[config.mk]
export PLATFORM = sky130hd
export DESIGN_NAME = brush_stamp_pixel_blend
export DESIGN_NICKNAME = d
export VERILOG_FILES = /design/src/rtl/core/bsp_pkg.sv /design/src/rtl/core/bsp_front.sv /design/src/rtl/core/bsp_sqrt_cell.sv /design/src/rtl/core/bsp_div_cell.sv /design/src/rtl/core/bsp_blend.sv /design/src/rtl/core/brush_stamp_pixel_blend.sv
export SDC_FILE = /design/constraint.sdc
export NUM_CORES = 2
export LEC_CHECK = 0
export ABC_CLOCK_PERIOD_IN_PS = 97400
export BUFFER_PORTS_ARGS = -buffer_cell sky130_fd_sc_hd__buf_4
export CORE_ASPECT_RATIO = 1.25
export CORE_MARGIN = 10
export CORE_UTILIZATION = 50
export DETAILED_ROUTE_END_ITERATION = 8
export PLACE_DENSITY = 0.64
export SLEW_MARGIN = 20
export SYNTH_ARGS = -nofsm -noshare
export SYNTH_HDL_FRONTEND = slang
export SYNTH_SLANG_ARGS = --single-unit
[constraint.sdc]
create_clock -name clk -period 97.4 [get_ports clk]
set_clock_uncertainty 0.2 [all_clocks]
set_input_delay 4.87 -clock clk [delete_from_list [all_inputs] [get_ports clk]]
set_output_delay 4.87 -clock clk [all_outputs]
set_load 0.005 [all_outputs]
[src/rtl/core/bsp_pkg.sv]
`timescale 1ns / 1ps
`default_nettype none
package bsp_pkg;

  localparam int MaxRadius  = 63;
  localparam int MaxCanvas  = 4096;
  localparam int SqrtSteps  = 15;
  localparam int DivSteps   = 8;

  // Register indexes of the configuration port.
  localparam logic [2:0] REG_TOOL_MODE  = 3'd0;
  localparam logic [2:0] REG_RADIUS     = 3'd1;
  localparam logic [2:0] REG_BRUSH_COL  = 3'd2;
  localparam logic [2:0] REG_BG_COL     = 3'd3;
  localparam logic [2:0] REG_CANVAS_W   = 3'd4;
  localparam logic [2:0] REG_CANVAS_H   = 3'd5;

  typedef enum logic [2:0] {
    TOOL_PENCIL = 3'd0,
    TOOL_BRUSH  = 3'd1,
    TOOL_MARKER = 3'd2,
    TOOL_SPRAY  = 3'd3,
    TOOL_ERASER = 3'd4
  } tool_t;

  // Per-item context that rides along the whole chain.
  typedef struct packed {
    logic [31:0] cur;
    logic [11:0] px;
    logic [11:0] py;
    logic        inb;
    logic        use_div;
    logic [8:0]  fixed_w;
    logic        sat;
  } bsp_ctx_t;

  // Digit-by-digit square root state.
  typedef struct packed {
    logic [29:0] v;
    logic [17:0] rem;
    logic [14:0] root;
  } bsp_sq_t;

  // Restoring division state.
  typedef struct packed {
    logic [7:0] lo;
    logic [6:0] p;
    logic [7:0] q;
  } bsp_dv_t;

endpackage
`default_nettype wire

[src/rtl/core/bsp_front.sv]
`timescale 1ns / 1ps
`default_nettype none
module bsp_front
  import bsp_pkg::*;
(
  input  wire logic              clk,
  input  wire logic              rst,
  input  wire logic              en,
  input  wire logic              in_valid,
  input  wire logic [13:0]       center_x,
  input  wire logic [13:0]       center_y,
  input  wire logic [6:0]        cell_col,
  input  wire logic [6:0]        cell_row,
  input  wire logic [31:0]       current_pixel,
  input  wire logic [2:0]        tool_mode,
  input  wire logic [5:0]        radius,
  input  wire logic [12:0]       canvas_width,
  input  wire logic [12:0]       canvas_height,
  output logic                   out_valid,
  output bsp_ctx_t               out_ctx,
  output bsp_sq_t                out_sq
);

  logic [6:0]         edge_len;
  logic signed [7:0]  dx, dy;
  logic signed [14:0] px, py;
  logic [14:0]        dx2, dy2, d2;
  logic [11:0]        r2;
  logic [12:0]        cw, ch;
  logic               in_stamp, in_bounds, disc, band;
  logic [8:0]         col4, edge3;
  bsp_ctx_t           ctx;

  always_comb begin
    edge_len = {radius, 1'b1};
    dx = $signed({1'b0, cell_col}) - $signed({2'b0, radius});
    dy = $signed({1'b0, cell_row}) - $signed({2'b0, radius});
    px = 15'($signed(center_x)) + 15'(dx);
    py = 15'($signed(center_y)) + 15'(dy);
    dx2 = 15'($unsigned(16'(dx) * 16'(dx)));
    dy2 = 15'($unsigned(16'(dy) * 16'(dy)));
    d2  = dx2 + dy2;
    r2  = {6'd0, radius} * {6'd0, radius};
    cw  = (canvas_width  > 13'(MaxCanvas)) ? 13'(MaxCanvas) : canvas_width;
    ch  = (canvas_height > 13'(MaxCanvas)) ? 13'(MaxCanvas) : canvas_height;
    in_stamp  = (cell_col < edge_len) && (cell_row < edge_len);
    in_bounds = !px[14] && !py[14] && (px[13:0] < {1'b0, cw}) && (py[13:0] < {1'b0, ch});
    disc  = d2 <= {3'b0, r2};
    col4  = {cell_col, 2'b00};
    edge3 = 9'(edge_len) + {1'b0, edge_len, 1'b0};
    band  = (col4 >= 9'(edge_len)) && (col4 <= edge3);

    ctx.cur     = current_pixel;
    ctx.px      = px[11:0];
    ctx.py      = py[11:0];
    ctx.inb     = in_bounds;
    ctx.use_div = 1'b0;
    ctx.fixed_w = 9'd0;
    ctx.sat     = 1'b0;
    if (in_stamp) begin
      case (tool_mode)
        TOOL_PENCIL, TOOL_ERASER: ctx.fixed_w = disc ? 9'd256 : 9'd0;
        TOOL_MARKER: ctx.fixed_w = band ? 9'd256 : 9'd0;
        TOOL_BRUSH, TOOL_SPRAY: begin
          if (radius == 6'd0) begin
            ctx.fixed_w = 9'd256;
          end else begin
            ctx.use_div = 1'b1;
          end
        end
        default: ctx.fixed_w = 9'd0;
      endcase
    end
  end

  always_ff @(posedge clk) begin
    if (rst) begin
      out_valid <= 1'b0;
    end else if (en) begin
      out_valid <= in_valid;
    end
    if (en) begin
      out_ctx     <= ctx;
      out_sq.v    <= {1'b0, d2[12:0], 16'd0};
      out_sq.rem  <= 18'd0;
      out_sq.root <= 15'd0;
    end
  end

endmodule
`default_nettype wire

[src/rtl/core/bsp_sqrt_cell.sv]
`timescale 1ns / 1ps
`default_nettype none
module bsp_sqrt_cell
  import bsp_pkg::*;
(
  input  wire logic     clk,
  input  wire logic     rst,
  input  wire logic     en,
  input  wire logic     in_valid,
  input  wire bsp_ctx_t in_ctx,
  input  wire bsp_sq_t  in_sq,
  output logic          out_valid,
  output bsp_ctx_t      out_ctx,
  output bsp_sq_t       out_sq
);

  logic [17:0] rem_sh, trial;
  bsp_sq_t     nx;

  // One result bit per cell: bring down two operand bits and try to subtract.
  always_comb begin
    rem_sh = {in_sq.rem[15:0], in_sq.v[29:28]};
    trial  = {1'b0, in_sq.root, 2'b01};
    nx.v   = {in_sq.v[27:0], 2'b00};
    if (rem_sh >= trial) begin
      nx.rem  = rem_sh - trial;
      nx.root = {in_sq.root[13:0], 1'b1};
    end else begin
      nx.rem  = rem_sh;
      nx.root = {in_sq.root[13:0], 1'b0};
    end
  end

  always_ff @(posedge clk) begin
    if (rst) begin
      out_valid <= 1'b0;
    end else if (en) begin
      out_valid <= in_valid;
    end
    if (en) begin
      out_ctx <= in_ctx;
      out_sq  <= nx;
    end
  end

endmodule
`default_nettype wire

[src/rtl/core/bsp_div_cell.sv]
`timescale 1ns / 1ps
`default_nettype none
module bsp_div_cell
  import bsp_pkg::*;
(
  input  wire logic       clk,
  input  wire logic       rst,
  input  wire logic       en,
  input  wire logic [5:0] radius,
  input  wire logic       in_valid,
  input  wire bsp_ctx_t   in_ctx,
  input  wire bsp_dv_t    in_dv,
  output logic            out_valid,
  output bsp_ctx_t        out_ctx,
  output bsp_dv_t         out_dv
);

  logic [7:0] t;
  bsp_dv_t    nx;

  // One quotient bit per cell; the partial remainder stays below the radius.
  always_comb begin
    t     = {in_dv.p, in_dv.lo[7]};
    nx.lo = {in_dv.lo[6:0], 1'b0};
    if (t >= {2'b00, radius}) begin
      nx.p = 7'(t - {2'b00, radius});
      nx.q = {in_dv.q[6:0], 1'b1};
    end else begin
      nx.p = t[6:0];
      nx.q = {in_dv.q[6:0], 1'b0};
    end
  end

  always_ff @(posedge clk) begin
    if (rst) begin
      out_valid <= 1'b0;
    end else if (en) begin
      out_valid <= in_valid;
    end
    if (en) begin
      out_ctx <= in_ctx;
      out_dv  <= nx;
    end
  end

endmodule
`default_nettype wire

[src/rtl/core/bsp_blend.sv]
`timescale 1ns / 1ps
`default_nettype none
module bsp_blend
  import bsp_pkg::*;
(
  input  wire logic        clk,
  input  wire logic        rst,
  input  wire logic        en,
  input  wire logic [2:0]  tool_mode,
  input  wire logic [31:0] brush_color,
  input  wire logic [31:0] background_color,
  input  wire logic        in_valid,
  input  wire bsp_ctx_t    in_ctx,
  input  wire logic [7:0]  quot,
  output logic             out_valid,
  output logic             write_enable,
  output logic [11:0]      pixel_x,
  output logic [11:0]      pixel_y,
  output logic [31:0]      new_pixel
);

  logic [8:0]  w_raw, w;
  logic [12:0] w13;
  logic [31:0] target, res;
  logic [7:0]  c, tc;
  logic [17:0] acc;
  logic        wr;

  always_comb begin
    if (in_ctx.use_div) begin
      w_raw = in_ctx.sat ? 9'd0 : 9'(9'd256 - {1'b0, quot});
    end else begin
      w_raw = in_ctx.fixed_w;
    end
    // Spray keeps about one twentieth of the weight.
    w13 = {w_raw, 3'b000} + {1'b0, w_raw, 2'b00} + {4'b0, w_raw} + 13'd128;
    w   = (tool_mode == TOOL_SPRAY) ? {1'b0, w13[12:8]} : w_raw;

    target = brush_color;
    case (tool_mode)
      TOOL_ERASER: target = background_color;
      TOOL_MARKER: begin
        for (int k = 0; k < 4; k++) begin
          target[k*8 +: 8] = (in_ctx.cur[k*8 +: 8] < brush_color[k*8 +: 8]) ?
                             in_ctx.cur[k*8 +: 8] : brush_color[k*8 +: 8];
        end
      end
      default: target = brush_color;
    endcase

    for (int k = 0; k < 4; k++) begin
      c  = in_ctx.cur[k*8 +: 8];
      tc = target[k*8 +: 8];
      acc = {10'd0, c} * (18'd256 - {9'd0, w}) + {10'd0, tc} * {9'd0, w} + 18'd128;
      res[k*8 +: 8] = acc[15:8];
    end
    wr = in_ctx.inb && (w != 9'd0);
  end

  always_ff @(posedge clk) begin
    if (rst) begin
      out_valid <= 1'b0;
    end else if (en) begin
      out_valid <= in_valid;
    end
    if (en) begin
      write_enable <= wr;
      pixel_x      <= wr ? in_ctx.px : 12'd0;
      pixel_y      <= wr ? in_ctx.py : 12'd0;
      new_pixel    <= wr ? res : 32'd0;
    end
  end

endmodule
`default_nettype wire

[src/rtl/core/brush_stamp_pixel_blend.sv]
`timescale 1ns / 1ps
`default_nettype none
// Brush stamp pixel blend.
// Each transfer on the slave side carries one cell of a square brush stamp:
// the stamp center, the cell column and row, and the canvas pixel now stored
// there. Each transfer on the master side returns one result for that cell:
// tuser is the write enable, tdata the canvas position and blended pixel.
// Tool, radius, colors and canvas size come from the configuration port and
// must only be written while no cell is in flight.
// Each input transfer passes through one front stage (position, bounds,
// distance), fifteen square root cells that each produce one root bit,
// eight division cells that each produce one quotient bit of distance /
// radius, and one blend stage that drives the output register.
// Throughput is one cell per cycle; every cell of the chain hands its item to
// the next in each cycle that the chain advances.
// The chain advances whenever the output register is empty or its result is
// taken. While the receiver stalls with a result waiting, the whole chain,
// bubbles included, holds and s_tready drops until that result is taken.
// Reset clears all valid bits and loads the default register values.
module brush_stamp_pixel_blend
  import bsp_pkg::*;
(
  input  wire logic        clk,
  input  wire logic        rst,
  input  wire logic        s_tvalid,
  output logic             s_tready,
  // center_x[13:0], center_y[27:14], cell_col[34:28], cell_row[41:35],
  // current_pixel[73:42], zero padding above
  input  wire logic [79:0] s_tdata,
  output logic             m_tvalid,
  input  wire logic        m_tready,
  // pixel_x[11:0], pixel_y[23:12], new_pixel[55:24]
  output logic [55:0]      m_tdata,
  // write_enable[0]
  output logic             m_tuser,
  input  wire logic        cfg_we,
  input  wire logic [2:0]  cfg_index,
  input  wire logic [31:0] cfg_data
);

  logic [2:0]  tool_mode;
  logic [5:0]  radius;
  logic [31:0] brush_color, background_color;
  logic [12:0] canvas_width, canvas_height;
  logic        en;

  always_ff @(posedge clk) begin
    if (rst) begin
      tool_mode        <= 3'd0;
      radius           <= 6'd5;
      brush_color      <= 32'hFF0000FF;
      background_color <= 32'hFFFFFFFF;
      canvas_width     <= 13'd640;
      canvas_height    <= 13'd480;
    end else if (cfg_we) begin
      case (cfg_index)
        REG_TOOL_MODE: tool_mode        <= cfg_data[2:0];
        REG_RADIUS:    radius           <= cfg_data[5:0];
        REG_BRUSH_COL: brush_color      <= cfg_data;
        REG_BG_COL:    background_color <= cfg_data;
        REG_CANVAS_W:  canvas_width     <= cfg_data[12:0];
        REG_CANVAS_H:  canvas_height    <= cfg_data[12:0];
        default: ;
      endcase
    end
  end

  // The output register frees up when empty or when its result is taken.
  assign en       = !m_tvalid || m_tready;
  assign s_tready = en;

  logic      sq_valid [SqrtSteps+1];
  bsp_ctx_t  sq_ctx   [SqrtSteps+1];
  bsp_sq_t   sq_st    [SqrtSteps+1];
  logic      dv_valid [DivSteps+1];
  bsp_ctx_t  dv_ctx   [DivSteps+1];
  bsp_dv_t   dv_st    [DivSteps+1];

  bsp_front u_front (
    .clk           (clk),
    .rst           (rst),
    .en            (en),
    .in_valid      (s_tvalid),
    .center_x      (s_tdata[13:0]),
    .center_y      (s_tdata[27:14]),
    .cell_col      (s_tdata[34:28]),
    .cell_row      (s_tdata[41:35]),
    .current_pixel (s_tdata[73:42]),
    .tool_mode     (tool_mode),
    .radius        (radius),
    .canvas_width  (canvas_width),
    .canvas_height (canvas_height),
    .out_valid     (sq_valid[0]),
    .out_ctx       (sq_ctx[0]),
    .out_sq        (sq_st[0])
  );

  for (genvar i = 0; i < SqrtSteps; i++) begin : g_sqrt
    bsp_sqrt_cell u_cell (
      .clk       (clk),
      .rst       (rst),
      .en        (en),
      .in_valid  (sq_valid[i]),
      .in_ctx    (sq_ctx[i]),
      .in_sq     (sq_st[i]),
      .out_valid (sq_valid[i+1]),
      .out_ctx   (sq_ctx[i+1]),
      .out_sq    (sq_st[i+1])
    );
  end

  // The quotient saturates when root >= 256 * radius; otherwise the top
  // seven root bits are already below the radius and seed the remainder.
  logic [14:0] root;
  always_comb begin
    root            = sq_st[SqrtSteps].root;
    dv_valid[0]     = sq_valid[SqrtSteps];
    dv_ctx[0]       = sq_ctx[SqrtSteps];
    dv_ctx[0].sat   = root >= {1'b0, radius, 8'd0};
    dv_st[0].lo     = root[7:0];
    dv_st[0].p      = root[14:8];
    dv_st[0].q      = 8'd0;
  end

  for (genvar j = 0; j < DivSteps; j++) begin : g_div
    bsp_div_cell u_cell (
      .clk       (clk),
      .rst       (rst),
      .en        (en),
      .radius    (radius),
      .in_valid  (dv_valid[j]),
      .in_ctx    (dv_ctx[j]),
      .in_dv     (dv_st[j]),
      .out_valid (dv_valid[j+1]),
      .out_ctx   (dv_ctx[j+1]),
      .out_dv    (dv_st[j+1])
    );
  end

  bsp_blend u_blend (
    .clk              (clk),
    .rst              (rst),
    .en               (en),
    .tool_mode        (tool_mode),
    .brush_color      (brush_color),
    .background_color (background_color),
    .in_valid         (dv_valid[DivSteps]),
    .in_ctx           (dv_ctx[DivSteps]),
    .quot             (dv_st[DivSteps].q),
    .out_valid        (m_tvalid),
    .write_enable     (m_tuser),
    .pixel_x          (m_tdata[11:0]),
    .pixel_y          (m_tdata[23:12]),
    .new_pixel        (m_tdata[55:24])
  );

endmodule
`default_nettype wire
### Word level (Yosys, flattened, before mapping)

Cells that the tools add are included.

| storage, ports and cells | value |
|---|---|
| bits in registers | 2421 |
| input port bits | 120 |
| output and inout port bits | 59 |
| logic and storage cells | 411 |

| cells by class | value |
|---|---|
| add/subtract/negate cells | 40 |
| $mul | 11 |
| magnitude comparators | 37 |
| eq/ne operators | 9 |
| multiplexer cells | 38 |
| reductions and logical operators | 23 |

Operators with widths:

| cell | count |
|---|---|
| $mux W31 | 13 |
| $ge A18 B17 Y1 | 14 |
| $sub A16 B16 Y16 | 13 |
| $mux W15 | 7 |
| $mul A8 B18 Y16 | 4 |
| $add A16 B16 Y16 | 4 |
| $add A16 B8 Y16 const B | 4 |
| $ge A8 B6 Y1 | 8 |
| $mul A8 B9 Y16 | 4 |
| $pmux W32 S2 | 1 |
| $mux W9 | 6 |
| $sub A7 B6 Y7 | 7 |
| $lt A8 B8 Y1 | 4 |
| $mux W8 | 4 |
| $add A14 B8 Y15 | 2 |
| $mul A8 B8 Y15 | 2 |
| $lt A14 B13 Y1 | 2 |
| $pmux W9 S3 | 1 |
| $gt A13 B13 Y1 const B | 2 |
| $mux W13 | 2 |
| $mux W16 | 1 |
| $sub A7 B6 Y8 | 2 |
| $add A15 B15 Y15 | 1 |
| $ge A15 B14 Y1 | 1 |
| 25 further kinds | 49 |

### Depth between registers and ports, before layout

| logic depth | value |
|---|---|
| depth in word-level cells | 11 |
| mapped depth | 44 |
| gate-level depth less buffers | 41 |

### Hierarchy

Synthesis repeated with hierarchy kept, for this count alone.

| second synthesis, totals | value |
|---|---|
| cell total of the unflattened synthesis | 10019 |
| area, all modules | 142118.8 sq um |

By module, submodules not included:

| module | instances | cells each | area an instance (sq um) | sequential area each (sq um) |
|---|---|---|---|---|
| bsp_sqrt_cell | 15 | 299 | 5172.5 | 3893.7 |
| bsp_div_cell | 8 | 151 | 3150.5 | 2722.6 |
| bsp_blend | 1 | 2808 | 24945.2 | 1731.7 |
| bsp_front | 1 | 1064 | 10557.6 | 2182.1 |
| brush_stamp_pixel_blend | 1 | 454 | 3824.9 | 1981.9 |

### Least setup slack after synthesis

No wires, ideal clock.

| timing | value |
|---|---|
| kind | input to output |
| start point | input m_tready |
| end point | output s_tready |
| arrival time | 58236 ps |
| required time | 92330 ps |
| path slack | 34094 ps |
| stages | 4 |
| path buffers | 2 |
| path through | nor2b_1 > clkbuf_1 > inv_2 > clkbuf_1 |

| on the way | value |
|---|---|
| cells in the longest elaborated chain, start to end | 1 |

RTL lines:

| item | RTL line | text |
|---|---|---|
| from (decl) | brush_stamp_pixel_blend.sv:31 | `input wire logic m_tready,` |
| $logic_or A1 B1 Y1 | brush_stamp_pixel_blend.sv:69 | `assign en = !m_tvalid \|\| m_tready;` |
| to (decl) | brush_stamp_pixel_blend.sv:26 | `output logic s_tready,` |

Every way passes these cells.

### Worst setup path in the final report

| timing | value |
|---|---|
| start point | input s_tdata[28] |
| end point | register u_front.out_ctx[9] (netlist bit), data pin |

| on the way | value |
|---|---|
| cells in the longest elaborated chain, start to end | 6 |
| elaborated cells on any way between the ends | 12 |
| those cells by class | 2 x add/sub; 1 x mul; 4 x order compare; 3 x mux; 2 x reduce/logical |

RTL lines:

| item | RTL line | text |
|---|---|---|
| from (decl) | brush_stamp_pixel_blend.sv:29 | `input wire logic [79:0] s_tdata,` |
| $sub A7 B6 Y8 | bsp_front.sv:36 | `dx = $signed({1'b0, cell_col}) - $signed({2'b0, radius});` |
| $mul A8 B8 Y15 | bsp_front.sv:40 | `dx2 = 15'($unsigned(16'(dx) * 16'(dx)));` |
| $add A15 B15 Y15 | bsp_front.sv:42 | `d2 = dx2 + dy2;` |
| via u_front.d2[11] | bsp_front.sv:27 | `logic [14:0] dx2, dy2, d2;` |
| $le A15 B12 Y1 | bsp_front.sv:48 | `disc = d2 <= {3'b0, r2};` |
| $mux W9 | bsp_front.sv:62 | `TOOL_PENCIL, TOOL_ERASER: ctx.fixed_w = disc ? 9'd256 : 9'd0;` |
| $pmux W9 S3 | bsp_front.sv:61 | `case (tool_mode)` |
| to (signal assigned) | bsp_front.sv:83 | `out_ctx <= ctx;` |
| to (decl) | bsp_front.sv:20 | `output bsp_ctx_t out_ctx,` |

The timed path passes the listed nets, and every way through them passes these cells.
A chain may end at the register's enable or synchronous reset.

==> summary.txt <==
Synthesis
  • Mux cell area share after synthesis: less than 1%
  • Synthesized flop and latch total: between 2,000 and 2,500
  • Largest area contributor in the netlist: edfxtp_1
  • Post-synthesis compound-gate area fraction: under 10%
  • Synth top area share: between 50% and 60%
  • Syn_area_per_cell: 13.7 um^2
  • FFs w/ async S/R, synth: 0%
  • Adder-Cell Fraction of Synth Area: 19.6%
  • Gate Count Post-Synth: 7,550
  • Sequential area share after synthesis: 59.3%
  • XOR/XNOR Fraction of Synth Area: under 10%
  • Synth top cells by count: edfxtp_1, inv_1, ha_1, fa_1, nor2_1
  • Synth area leaders: edfxtp_1, fa_1, ha_1
  • Post-Synthesis Net Count: 8,917
  • Post-synth EDFFs: 1,964
  • Cell area after synthesis: 104,000 um^2
  • Post-Synth Simple-Gate Area: under 10%
  • Most frequent cell after synthesis: edfxtp_1
  • Yosys warnings: 0
  • Main combinational cell family by area after synthesis: adder cells
  • Synth cell types: 97
  • Dominant synthesized flop cell: edfxtp_1

Clock tree
  • Max Buffers Root-to-Sink: 3
  • CTS tree: yes
  • Clk root buf: clkbuf_16
  • Post-CTS Setup Inserts: 0
  • Resize count post-CTS: 0
  • Num CTS Buffers: 195
  • Cts hold-fix bufs: 0
  • Clock slew at reported path FFs: 0.07 ns
  • Clk_lat worst skew: between 0.8 and 0.9 ns
  • H-tree levels: 4
  • Clock sinks: 2,088

Floorplanning
  • Row cnt: 186
  • Initial Util: about 50%
  • # IOs: 179
  • Core area: between 200,000 and 250,000 um^2
  • Die Ht: roughly 530 um
  • Die Width: around 430 um
  • Full die area: ~230,000 um^2

Detailed routing
  • Detail Route Antenna Nets: 0
  • Vias: 55,400
  • Post-route DRC: 0
  • Routed WL: roughly 200 mm
  • Vias/cell: 5.17
  • Initial drt markers: 3,292
  • WL/cell: 18.5 um
  • Drt pass-1 iters: 7

Timing
  • Slew margin rel.: 28.5%
  • Final slew viol count: 0
  • Least-Margin Pin Slew: ~1.1 ns
  • Tmin final: 13.04 ns
  • # setup viols final: 0
  • Fin Setup TNS: 0 ns
  • Final Worst Setup Slack: 84.36 ns
  • Peak Freq: about 0.077 GHz
  • Crit share post-route: 13.4%
  • Fin. Hold Viols: 0
  • RSZ-0062 raised after global routing: no

GRT
  • Pin count of the biggest net entering global routing: 186
  • Overflow after GRT: 0
  • Global-route wire length before repair: 313 mm
  • GRT Resource Usage Total: 17.8%
  • Vias in the first global route: 58,000
  • Initial antenna violation count: 28

Layout
  • Layout cells sized above 1: 8.82%
  • Fin nets: 9,196
  • Post-route cell area: 115,000 um^2
  • Area delta synth->final: 11.0%

Hold path
  • Worst Hold Class: flip-flop to flip-flop
  • Hold path cells: 0
  • Hold EP: g_sqrt[2].u_cell.out_sq[60]
  • Worst hold start: g_sqrt[1].u_cell.out_sq[58]

Setup path
  • Critical Path Max Stage Delay: 0.51 ns
  • Crit path launch type: primary input
  • Crit Path Category: primary input to flip-flop
  • CP delay by family, top: adder cells
  • R2r setup slk: ~85 ns
  • Worst Path Buf+Inv: 7
  • R2r worst-path depth: 39
  • Top cell by count, worst path: fa_1
  • R2r endpoint: u_blend.new_pixel[6]
  • Cell at the slowest stage of the critical path: inv_1
  • Worst r2r src: g_div[7].u_cell.out_dv[0]
  • Critical path data required time: approximately 100 ns
  • Largest fanout on the critical path: 5
  • CP endpoint kind: flip-flop
  • Worst EP arrival: 13.49 ns

Power
  • PwrDens: about 25 nW/um^2
  • Leakage: around 48 nW
  • Maximum VDD drop: 79.0 uV

Placed design
  • Post-DP HPWL: 142 mm
  • # port buffers: 172
  • GPL Wtd Cong: 0.867
  • Setup WS pre-CTS: 83.52 ns
  • Cell area after placement: roughly 110,000 um^2

Run
  • MaxCap Viol Count: 0

Run status
  • Status: finished, final reports clean
-- metal layers --
layer	part of all wire, %	up-vias	wire, um	GRT usage, %
li1	-	26300	-	-
met1	40	27600	79800	21.6
met2	52	1124	102000	31.6
met3	4.5	417	8840	2.83
met4	3.8	2	7480	6.88
met5	0.0066	-	13	0
-- cells in the final DEF, fill, tap and decap left out, types with 38 or more instances in the layout --
master / count
clkbuf_16: 204
a21oi_1: 290
nand3_1: 42
nand3b_1: 49
and2_1: 245
o21a_1: 38
ha_1: 623
buf_4: 253
mux2_2: 39
nor2b_1: 89
inv_1: 1137
nand2_1: 482
o21ai_0: 126
a21o_1: 79
nor2_1: 496
xnor2_1: 232
or2_2: 38
dfxtp_1: 124
xor2_1: 85
nand2b_1: 104
fa_1: 622
edfxtp_1: 1964
nor3_1: 70
-- worst register-to-register path, delay by kind of cell, from the launching register on --
kind            cells  cell delay [ns]
flops               1             0.48
compound gates      7             2.18
xor+xnor            2             0.53
simple gates       11             3.35
buf+inv             8             1.47
fa+ha+maj          11             4.43
-- final cells by class --
| cell class | count | area (um^2) |
|---|---|---|
| clock inverters | 115 | 1240 |
| fillers | 16600 | 90900 |
| diodes | 12 | 30.0 |
| well taps | 2726 | 3410 |
| clock buffers | 242 | 5300 |
| repair buffers | 261 | 1990 |
| inverters | 1143 | 4300 |
| multi-input cells | 4140 | 37400 |
| flip-flops and latches | 2088 | 61500 |
-- state kept, by name, summed over array words and instances, names as in the netlist, 15 cells and up --
register	count
background_color	32
brush_color	32
g_div.u_cell.out_ctx	480
g_div.u_cell.out_dv	113
g_sqrt.u_cell.out_ctx	885
g_sqrt.u_cell.out_sq	357
g_sqrt.u_cell.out_valid	15
u_blend.new_pixel	32
u_front.out_ctx	59
-- cell families (layout without fill, tap and decap cells) --
kind of cell | after synthesis | after routing
simple gates | 1753 | 1753
buf+inv | 1322 | 1761
other cells | 1 | 13
compound gates | 768 | 768
fa+ha+maj | 1248 | 1248
xor+xnor | 323 | 323
flops | 2088 | 2088
mux | 47 | 47
-- worst max path at each step --
stage	from	end	slack (ns)	cells past startpoint
after floorplan	m_tready	s_tready	34.09	4
after global placement	s_tdata[29]	u_front.out_ctx[9]	83.62	32
after detailed placement	s_tdata[28]	u_front.out_ctx[9]	83.52	33
after CTS	s_tdata[28]	u_front.out_ctx[9]	84.40	33
after global routing	g_div[7].u_cell.out_dv[0]	u_blend.new_pixel[6]	83.73	39
final	s_tdata[28]	u_front.out_ctx[9]	84.36	33
-- power by group --
part / internal, W / leakage, nW / switching, W / total [W]
registers: 0.00120 / 21.5 / 0.0000679 / 0.00127
clock network: 0.000439 / 3.19 / 0.000324 / 0.000764
logic: 0.000338 / 23.2 / 0.000451 / 0.000790
total: 0.00198 / 47.9 / 0.000844 / 0.00282
-- through the flow --
step	hold slack [ns]	util (%)	total power, W	cells
2_1_floorplan	0.200	-	0.00182	7550
3_3_place_gp	0.200	52.7	0.00205	10400
3_5_place_dp	0.205	52.7	0.00208	10400
4_1_cts	0.192	55.9	0.00286	10700
5_1_grt	0.206	55.9	0.00298	10700
6_report	0.190	55.9	0.00282	10700
Power figures use the tool's default switching activity.
